File: src/rtl/core/assert_macros.svh
// assertion helpers shared by the rtl
`ifndef ASSERT_MACROS_SVH
`define ASSERT_MACROS_SVH

// property checked at every rising clk edge outside reset
`define ASSERT_CLK(label, prop, msg) \
	label: assert property (@(posedge clk) disable iff (!arst_n) (prop)) \
		else $error(msg);

// condition that must never hold outside reset
`define ASSERT_NEVER(label, cond, msg) \
	label: assert property (@(posedge clk) disable iff (!arst_n) !(cond)) \
		else $error(msg);

`endif

File: src/rtl/core/pcxrle_pkg.sv
package pcxrle_pkg;

	localparam int unsigned CFG_W     = 16;
	localparam int unsigned REG_IDX_W = 2;

	localparam logic [REG_IDX_W-1:0] REG_IMAGE_WIDTH  = 2'd0;
	localparam logic [REG_IDX_W-1:0] REG_LINE_BYTES   = 2'd1;
	localparam logic [REG_IDX_W-1:0] REG_IMAGE_HEIGHT = 2'd2;

	localparam logic [7:0] MARKER_MASK = 8'hC0;
	localparam logic [7:0] COUNT_MASK  = 8'h3F;

	typedef enum logic [1:0] {
		ST_IDLE = 2'b01,
		ST_RUN  = 2'b10
	} state_t;

	// controller to datapath
	typedef struct packed {
		logic take;
		logic step;
		logic in_run;
	} dp_cmd_t;

	// datapath to controller
	typedef struct packed {
		logic out_free;
		logic cont;
	} dp_status_t;

endpackage

File: src/rtl/core/pcxrle_ctrl.sv
module pcxrle_ctrl (
	input  logic                   clk,
	input  logic                   arst_n,
	input  logic                   s_tvalid,
	input  pcxrle_pkg::dp_status_t status,
	output logic                   s_tready,
	output pcxrle_pkg::dp_cmd_t    cmd
);

	pcxrle_pkg::state_t state_q, state_d;

	always_comb begin
		cmd.in_run = (state_q == pcxrle_pkg::ST_RUN);
		s_tready   = (state_q == pcxrle_pkg::ST_IDLE) && status.out_free;
		cmd.take   = s_tvalid && s_tready;
		cmd.step   = (state_q == pcxrle_pkg::ST_RUN) && status.out_free;
		state_d    = state_q;
		unique case (state_q)
			pcxrle_pkg::ST_IDLE: begin
				if (cmd.take && status.cont) state_d = pcxrle_pkg::ST_RUN;
			end
			pcxrle_pkg::ST_RUN: begin
				if (cmd.step && !status.cont) state_d = pcxrle_pkg::ST_IDLE;
			end
			default: state_d = pcxrle_pkg::ST_IDLE;
		endcase
	end

	always_ff @(posedge clk or negedge arst_n) begin
		if (!arst_n) begin
			state_q <= pcxrle_pkg::ST_IDLE;
		end else begin
			state_q <= state_d;
		end
	end

endmodule

File: src/rtl/core/pcxrle_datapath.sv
`include "assert_macros.svh"

module pcxrle_datapath (
	input  logic                                  clk,
	input  logic                                  arst_n,
	input  logic                                  cfg_we,
	input  logic [pcxrle_pkg::REG_IDX_W-1:0]      cfg_index,
	input  logic [pcxrle_pkg::CFG_W-1:0]          cfg_wdata,
	input  logic [7:0]                            in_byte,
	input  logic                                  in_final,
	input  pcxrle_pkg::dp_cmd_t                   cmd,
	output pcxrle_pkg::dp_status_t                status,
	output logic                                  out_valid,
	input  logic                                  out_ready,
	output logic [7:0]                            out_pixel,
	output logic [15:0]                           out_column,
	output logic [15:0]                           out_row,
	output logic                                  out_last,
	output logic                                  out_error
);

	logic [15:0] wd_q, lb_q, ht_q;
	logic [15:0] lp_q, row_q, lp_d, row_d;
	logic        pend_q, pend_d;
	logic [5:0]  rlen_q, rlen_d, cnt_q, cnt_d;
	logic [7:0]  byte_q;
	logic        fin_q;

	logic        o_valid_q;
	logic [7:0]  o_pixel_q;
	logic [15:0] o_col_q, o_row_q;
	logic        o_last_q, o_err_q;

	logic        wrap, done, marker, data_b, is_step, emit, last_s, cont, err_res, go;
	logic        at_end, fin_s;
	logic [15:0] lp_e, row_e, p_s, row_s;
	logic [5:0]  c_in, c_s;
	logic [7:0]  b_s;
	logic [16:0] p1;

	always_ff @(posedge clk or negedge arst_n) begin
		if (!arst_n) begin
			wd_q <= 16'd1;
			lb_q <= 16'd1;
			ht_q <= 16'd1;
		end else if (cfg_we) begin
			unique case (cfg_index)
				pcxrle_pkg::REG_IMAGE_WIDTH:  wd_q <= cfg_wdata;
				pcxrle_pkg::REG_LINE_BYTES:   lb_q <= cfg_wdata;
				pcxrle_pkg::REG_IMAGE_HEIGHT: ht_q <= cfg_wdata;
				default: ;
			endcase
		end
	end

	always_comb begin
		// row closed first if the position already reached the line end
		wrap   = (lb_q != 16'd0) && (lp_q >= lb_q);
		lp_e   = wrap ? 16'd0 : lp_q;
		row_e  = wrap ? row_q + 16'd1 : row_q;
		done   = (lb_q == 16'd0) || (row_e >= ht_q);
		marker = (in_byte & pcxrle_pkg::MARKER_MASK) == pcxrle_pkg::MARKER_MASK;
		data_b = pend_q || !marker;
		c_in   = pend_q ? rlen_q : 6'd1;

		p_s   = cmd.in_run ? lp_q   : lp_e;
		row_s = cmd.in_run ? row_q  : row_e;
		c_s   = cmd.in_run ? cnt_q  : c_in;
		b_s   = cmd.in_run ? byte_q : in_byte;
		fin_s = cmd.in_run ? fin_q  : in_final;

		is_step = cmd.in_run || (!done && data_b && (c_in != 6'd0));
		p1      = {1'b0, p_s} + 17'd1;
		at_end  = p1 >= {1'b0, lb_q};
		emit    = is_step && (p_s < wd_q);
		last_s  = (c_s == 6'd1) || at_end || (p1 >= {1'b0, wd_q});
		cont    = is_step && (c_s > 6'd1) && !at_end;
		err_res = !cmd.in_run && !done && !data_b && in_final;
		go      = cmd.take || cmd.step;

		status.out_free = !o_valid_q || out_ready;
		status.cont     = cont;

		lp_d   = lp_q;
		row_d  = row_q;
		pend_d = pend_q;
		rlen_d = rlen_q;
		cnt_d  = cnt_q;
		if (go) begin
			if (!cmd.in_run) begin
				lp_d  = lp_e;
				row_d = row_e;
			end
			if (cmd.in_run || (!done && data_b)) begin
				pend_d = 1'b0;
				rlen_d = 6'd0;
			end
			if (!cmd.in_run && !done && !data_b && !in_final) begin
				pend_d = 1'b1;
				rlen_d = in_byte[5:0] & pcxrle_pkg::COUNT_MASK[5:0];
			end
			if (is_step) begin
				if (cont) begin
					lp_d  = p1[15:0];
					row_d = row_s;
					cnt_d = c_s - 6'd1;
				end else if (at_end) begin
					lp_d  = 16'd0;
					row_d = row_s + 16'd1;
				end else begin
					lp_d  = p1[15:0];
				end
			end
			if (fin_s && !cont) begin
				lp_d   = 16'd0;
				row_d  = 16'd0;
				pend_d = 1'b0;
				rlen_d = 6'd0;
			end
		end
	end

	always_ff @(posedge clk or negedge arst_n) begin
		if (!arst_n) begin
			lp_q   <= 16'd0;
			row_q  <= 16'd0;
			pend_q <= 1'b0;
			rlen_q <= 6'd0;
			cnt_q  <= 6'd0;
		end else begin
			lp_q   <= lp_d;
			row_q  <= row_d;
			pend_q <= pend_d;
			rlen_q <= rlen_d;
			cnt_q  <= cnt_d;
		end
	end

	always_ff @(posedge clk) begin
		if (cmd.take && cont) begin
			byte_q <= in_byte;
			fin_q  <= in_final;
		end
	end

	always_ff @(posedge clk or negedge arst_n) begin
		if (!arst_n) begin
			o_valid_q <= 1'b0;
		end else if (go && (emit || err_res)) begin
			o_valid_q <= 1'b1;
		end else if (out_ready) begin
			o_valid_q <= 1'b0;
		end
	end

	always_ff @(posedge clk) begin
		if (go && (emit || err_res)) begin
			o_pixel_q <= err_res ? 8'd0 : b_s;
			o_col_q   <= p_s;
			o_row_q   <= row_s;
			o_last_q  <= err_res ? 1'b1 : last_s;
			o_err_q   <= err_res;
		end
	end

	assign out_valid  = o_valid_q;
	assign out_pixel  = o_pixel_q;
	assign out_column = o_col_q;
	assign out_row    = o_row_q;
	assign out_last   = o_last_q;
	assign out_error  = o_err_q;

	`ASSERT_CLK(a_run_count_nonzero, cmd.in_run |-> (cnt_q != 6'd0), "run with zero count")
	`ASSERT_CLK(a_run_inside_line, cmd.in_run |-> (lp_q < lb_q), "run past line end")
	`ASSERT_CLK(a_pixel_visible, (o_valid_q && !o_err_q) |-> (o_col_q < wd_q),
		"pixel outside visible width")

endmodule

File: src/rtl/core/pcx_rle_row_decoder.sv
// pcx 8-bit run-length row decoder
// input stream (s_*): one encoded pixel byte per request, taken from the
//   byte after the 128-byte header; s_tlast marks the final byte of the file
// output stream (m_*): one decoded pixel per request with its column and row;
//   m_tlast flags the final pixel caused by one input byte, m_tuser flags the
//   error result for a file that ends on a run marker
// configuration: cfg_we writes cfg_wdata to register cfg_index (0 image width, 1 bytes
//   per line, 2 image height); the user writes only while idle, unenforced by the block
// throughput: a literal byte or a marker byte is done as it is taken; a run of n
//   repeats holds off the input while the position counter walks n line positions,
//   one per cycle while the output has room, cut short at the end of the line
// latency: a pixel shows on m_* the cycle after its position is decoded,
//   through the single output register
// stall: while m_tready is low and a pixel waits, decoding halts and the
//   input is held off; a new byte is taken in the cycle the waiting pixel leaves
// reset: position, row and pending run clear, all three registers go to 1;
//   after the final byte the same position state clears again
`include "assert_macros.svh"

module pcx_rle_row_decoder (
	input  logic                              clk,
	input  logic                              arst_n,
	input  logic                              cfg_we,
	input  logic [pcxrle_pkg::REG_IDX_W-1:0]  cfg_index,
	input  logic [pcxrle_pkg::CFG_W-1:0]      cfg_wdata,
	input  logic                              s_tvalid,
	output logic                              s_tready,
	input  logic [7:0]                        s_tdata,  // data_byte[7:0]
	input  logic                              s_tlast,
	output logic                              m_tvalid,
	input  logic                              m_tready,
	output logic [39:0]                       m_tdata,  // pixel[7:0], column[23:8], row[39:24]
	output logic                              m_tlast,
	output logic                              m_tuser   // error
);

	pcxrle_pkg::dp_cmd_t    cmd;
	pcxrle_pkg::dp_status_t status;

	logic [7:0]  pixel;
	logic [15:0] column, row;

	// sequencer: idle accepts bytes, run walks the repeat count
	pcxrle_ctrl u_ctrl (
		.clk      (clk),
		.arst_n   (arst_n),
		.s_tvalid (s_tvalid),
		.status   (status),
		.s_tready (s_tready),
		.cmd      (cmd)
	);

	// position counters, run state, registers and output register
	pcxrle_datapath u_dp (
		.clk        (clk),
		.arst_n     (arst_n),
		.cfg_we     (cfg_we),
		.cfg_index  (cfg_index),
		.cfg_wdata  (cfg_wdata),
		.in_byte    (s_tdata),
		.in_final   (s_tlast),
		.cmd        (cmd),
		.status     (status),
		.out_valid  (m_tvalid),
		.out_ready  (m_tready),
		.out_pixel  (pixel),
		.out_column (column),
		.out_row    (row),
		.out_last   (m_tlast),
		.out_error  (m_tuser)
	);

	// pack the output fields, first field lowest
	assign m_tdata = {row, column, pixel};

	// a byte is only taken when its result has room in the output register
	`ASSERT_CLK(a_take_needs_room, s_tready |-> (!m_tvalid || m_tready),
		"input taken while output blocked")
	// an error result is a lone zero pixel closing its byte
	`ASSERT_CLK(a_error_shape, (m_tvalid && m_tuser) |-> (m_tlast && (m_tdata[7:0] == 8'd0)),
		"malformed error result")

endmodule

File: config.mk
export PLATFORM = sky130hd
export DESIGN_NAME = pcx_rle_row_decoder
export DESIGN_NICKNAME = d
export VERILOG_FILES = /design/src/rtl/core/pcxrle_pkg.sv /design/src/rtl/core/pcxrle_ctrl.sv /design/src/rtl/core/pcxrle_datapath.sv /design/src/rtl/core/pcx_rle_row_decoder.sv
export VERILOG_INCLUDE_DIRS = /design/src /design/src/rtl/core
export SDC_FILE = /design/constraint.sdc
export NUM_CORES = 1
export LEC_CHECK = 0
export BUFFER_PORTS_ARGS = -buffer_cell sky130_fd_sc_hd__clkbuf_2
export CAP_MARGIN = 10
export CORE_MARGIN = 10
export CORE_UTILIZATION = 48
export CTS_BUF_LIST = sky130_fd_sc_hd__clkbuf_8 sky130_fd_sc_hd__clkbuf_16
export CTS_CLUSTER_DIAMETER = 80
export DETAILED_ROUTE_END_ITERATION = 8
export GPL_ROUTABILITY_DRIVEN = 1
export PLACE_DENSITY = 0.71
export SETUP_SLACK_MARGIN = 0.5
export SLEW_MARGIN = 20
export SYNTH_ARGS = -nofsm -noshare
export SYNTH_HDL_FRONTEND = slang
export SYNTH_SLANG_ARGS = --single-unit
File: constraint.sdc
create_clock -name clk -period 7.94 [get_ports clk]
set_input_delay 0.397 -clock clk [delete_from_list [all_inputs] [get_ports clk]]
set_output_delay 0.397 -clock clk [all_outputs]
set_load 0.02 [all_outputs]
==> impl_metrics.json <==
{
  "clock_tree_from_tritoncts": "done",
  "synthToLayoutAreaGrowth_pct": 13.98,
  "detail_route.drc_violations": 0,
  "async_reset_ff_share_pct": 65.31,
  "post_drt_via_cell_ratio": 5.892,
  "synth_mux_area_share_pct": 4.216,
  "synth_xor_xnor_area_share_pct": 4.605,
  "timing.critical_path.required_ps": 8310,
  "final.fill_count": 1656,
  "vias": 7606,
  "cts_inserted_buffers": 17,
  "slew_viol_final": 0,
  "seq_power_share_pct": 40.3,
  "detail_route.first_pass.iterations": 6,
  "share_clk_of_total_power_pct": 35.6,
  "start_kind": "flop",
  "post_synthesis_instance_area_sq_mm": 0.009319,
  "post-route-min-period_ps": 6982,
  "power-per-cell-area_mw_per_mm2": 226.5,
  "final_cell_mix": "sky130_fd_sc_hd__nand2_1, sky130_fd_sc_hd__dfrtp_1, sky130_fd_sc_hd__ha_1",
  "antenna_left": 0,
  "reg2reg_to": "u_dp.lp_q[2]",
  "postSynth.topFlopCell": "sky130_fd_sc_hd__dfrtp_1",
  "synth_edf_count": 51,
  "slew_headroom_pct": 35.03,
  "synth-seq-cells": 147,
  "grt_pass1_vias": 7470,
  "vdd_drop_max_mv": 0.1622,
  "routed_wl_microns": 25710,
  "synth-adder-area-share_pct": 11.41,
  "final-seq-area_sq_mm": 0.003939,
  "reg2reg_slack_ps": 960,
  "average_routed_wire_per_standard_cell_microns": 19.91,
  "buffer_ports.inserted": 75,
  "insertedDiodeCount": 0,
  "floorplan.die.height_microns": 159.3,
  "layout-drive-gt1-share_pct": 17.17,
  "post_synth_and_or_nand_nor_area_fraction_pct": 17.15,
  "placeableCoreArea_sq_mm": 0.01889,
  "synth_top_family_by_area": "simple AND/OR/NAND/NOR gates",
  "row_count": 50,
  "synth_compound_gate_area_share_pct": 15.80,
  "net-switching-power_uw": 786.8,
  "cts_max_path_buffers": 2,
  "global_route.usage.total_pct": 20.35,
  "hold-path-cell-count": 1,
  "gpl_wtd_cong": 0.9942,
  "ys_warn_count": 0,
  "grt_pass1_wl_microns": 41390,
  "fp.dieArea_sq_mm": 0.02539,
  "maxClockFrequency_mhz": 143.2,
  "run_status": "complete, no violations",
  "multi_input_gate_area_sq_mm": 0.004989,
  "most_common_cell_after_layout_fill_and_taps_aside": "sky130_fd_sc_hd__nand2_1",
  "setup_tns_ps": 0,
  "design_power_total_uw": 2406,
  "worst_clock_skew_ps": 14.91,
  "rsz_0062_raised_after_global_routing": "no",
  "final_global_route_overflow_total": 0,
  "worstSkewPairLatency_ps": 450,
  "intPower_uw": 1619,
  "synth.distinct_cells": 70,
  "num-nets-final": 1135,
  "initial_core_util_pct": 49.32,
  "numClockSinks": 147,
  "synth-seq-area-share_pct": 42.27,
  "syn_nets": 1067,
  "clk_pin_slew_ps": 70,
  "timing_hold_violations_final": 0,
  "power.leakage_uw": 0.004771,
  "critical_path_class": "reg -> reg",
  "finalSetupViolations": 0,
  "h_tree_levels": 4,
  "timing.reg2reg.worst_path_depth": 24,
  "holdCritStartpoint": "s_tdata[7]",
  "crit-reg2reg-launch": "u_dp.lp_q[7]",
  "grt_start_max_net_pins": 64,
  "syn-instance-count": 950,
  "timing.critical_path.arrival_ps": 7350,
  "place.detailed.hpwl_microns": 19530,
  "root_buffer_cell": "sky130_fd_sc_hd__clkbuf_16",
  "power.share.combinational_pct": 24.1,
  "initialDrtViolationCount": 728,
  "max_cap_viols": 0,
  "critPathMaxFanout": 15,
  "worstHoldEndpoint": "u_dp.byte_q[7]",
  "io-pin-count": 76,
  "setup.worst_path.end_class": "flop",
  "layout_worst_path_cycle_share_pct": 87.94,
  "worstHoldPathType": "in -> reg",
  "grt_antenna_before_repair": 0,
  "syn_area_per_cell_sq_um": 9.809,
  "die-width_microns": 159.3,
  "worstMarginPinSlew_ps": 974.5,
  "power_switching_share_pct": 32.71
}
==> worst max path at each step <==
stage | from | endpoint | slack (ps) | cells past startpoint
after floorplan | u_dp.lb_q[0] | u_dp.row_q[15] | 1950 | 27
after global placement | u_dp.lb_q[0] | u_dp.lp_q[11] | 1300 | 24
after detailed placement | u_dp.lb_q[0] | u_dp.lp_q[11] | 1100 | 24
after CTS | u_dp.lb_q[0] | u_dp.lp_q[11] | 1070 | 24
after global routing | u_dp.lp_q[7] | u_dp.lp_q[11] | 570 | 24
final | u_dp.lp_q[7] | u_dp.lp_q[2] | 960 | 24
==> cell type report <==
cell class                 count  share of cell area, %
timing repair buffer          89                  4.571
tap                          260                  3.063
inverter                      68                  2.403
clock buffer                  20                  4.712
clock inverter                12                  1.202
sequential                   147                  37.08
multi-input combinational    695                  46.97
==> power groups by stage <==
stage / registers (uW) / logic (uW) / clock network [uW]
3_5_place_dp: 981 / 576 / 0
4_1_cts: 967 / 580 / 864
6_report: 969 / 581 / 856
2_1_floorplan: 1000 / 345 / 0
5_1_grt: 981 / 648 / 895
3_3_place_gp: 976 / 569 / 0
==> kinds of logic (layout without fill, tap and decap cells) <==
kind of cell             Yosys count  after routing
AND/OR/NAND/NOR                  313            313
AO/OA/AOI/OAI                    213            213
flip-flops                       147            147
buffers and inverters            108            189
adder cells (fa/ha/maj)           85             85
XOR/XNOR                          49             49
multiplexers                      35             35
==> state kept, by name (all words and copies together) (netlist names), 2 cells and up <==
name / count
u_dp.row_q: 16
u_dp.lp_q: 16
u_dp.lb_q: 16
u_dp.rlen_q: 6
u_dp.wd_q: 16
u_dp.out_row: 16
u_dp.cnt_q: 6
u_dp.byte_q: 8
u_ctrl.state_q: 2
u_dp.out_pixel: 8
u_dp.ht_q: 16
u_dp.out_column: 16
==> worst max-delay path: stages, from the launching register on <==
cell	delay [ps]
sky130_fd_sc_hd__dfrtp_1	470
sky130_fd_sc_hd__ha_1	360
sky130_fd_sc_hd__a21oi_1	180
sky130_fd_sc_hd__nand2_1	120
sky130_fd_sc_hd__o21ai_0	670
sky130_fd_sc_hd__o211ai_4	260
sky130_fd_sc_hd__nand2_1	190
sky130_fd_sc_hd__nand2_1	100
sky130_fd_sc_hd__inv_1	140
sky130_fd_sc_hd__ha_1	280
sky130_fd_sc_hd__nand4_1	120
sky130_fd_sc_hd__nor3_1	270
sky130_fd_sc_hd__nand3_1	180
sky130_fd_sc_hd__nor2_1	250
sky130_fd_sc_hd__xor2_1	350
sky130_fd_sc_hd__ha_1	320
sky130_fd_sc_hd__and4_1	230
sky130_fd_sc_hd__and3_1	180
sky130_fd_sc_hd__a31oi_1	180
sky130_fd_sc_hd__o211a_1	170
sky130_fd_sc_hd__o211a_1	460
sky130_fd_sc_hd__a21oi_2	340
sky130_fd_sc_hd__nor3_2	700
sky130_fd_sc_hd__a32o_1	260
sky130_fd_sc_hd__a21o_1	100
==> stage by stage <==
stage / utilization (%) / std cells / setup slack [ps] / cell area [sq um] / hold slack (ps)
2_1_floorplan: - / 950 / 1953 / 9319 / 101.4
3_3_place_gp: 52.78 / 1258 / 1299 / 9972 / 383.5
3_5_place_dp: 52.78 / 1258 / 1102 / 9972 / 387.1
4_1_cts: 56.16 / 1291 / 1069 / 10610 / 153.8
5_1_grt: 56.22 / 1291 / 566.9 / 10620 / 165.9
6_report: 56.22 / 1291 / 957.9 / 10620 / 161.7
==> metal layers <==
layer | vias to the layer above | part of all wire [%] | GRT usage [%] | wire length, microns
li1 | 3592 | - | - | -
met1 | 3643 | 47 | 28.74 | 12110
met2 | 320 | 42 | 29.06 | 10800
met3 | 51 | 8.4 | 5.448 | 2154
met4 | 0 | 2.5 | 7.540 | 643
met5 | - | 0 | 0 | 0
==> cell usage after synthesis, types with 12 or more instances <==
master	number	area share, %
sky130_fd_sc_hd__o211ai_1	13	1.0
sky130_fd_sc_hd__o21ai_0	57	3.1
sky130_fd_sc_hd__nor3_1	24	1.3
sky130_fd_sc_hd__and2_1	16	1.1
sky130_fd_sc_hd__dfrtp_1	92	25
sky130_fd_sc_hd__xnor2_1	36	3.4
sky130_fd_sc_hd__and3_1	16	1.1
sky130_fd_sc_hd__inv_1	68	2.7
sky130_fd_sc_hd__ha_1	85	11
sky130_fd_sc_hd__a22o_1	13	1.2
sky130_fd_sc_hd__nand4_1	14	0.94
sky130_fd_sc_hd__nor2_1	42	1.7
sky130_fd_sc_hd__nand2_1	109	4.4
sky130_fd_sc_hd__mux2_2	34	4.1
sky130_fd_sc_hd__clkbuf_1	33	1.3
sky130_fd_sc_hd__o31ai_1	12	0.97
sky130_fd_sc_hd__nand3_1	24	1.3
sky130_fd_sc_hd__a21oi_1	36	1.9
sky130_fd_sc_hd__edfxtp_1	51	16
sky130_fd_sc_hd__xor2_1	13	1.2
==> what timing repair did <==
| action | in CTS | in global routing |
|---|---|---|
| hold buffers | 1 | 0 |
| gates resized for setup | 0 | 1 |
| endpoints found under the setup margin | 0 | 2 |
| hold endpoints to repair | 32 | 0 |
| buffers inserted | 0 | 0 |
No activity file was read; power rests on OpenSTA's default activity.
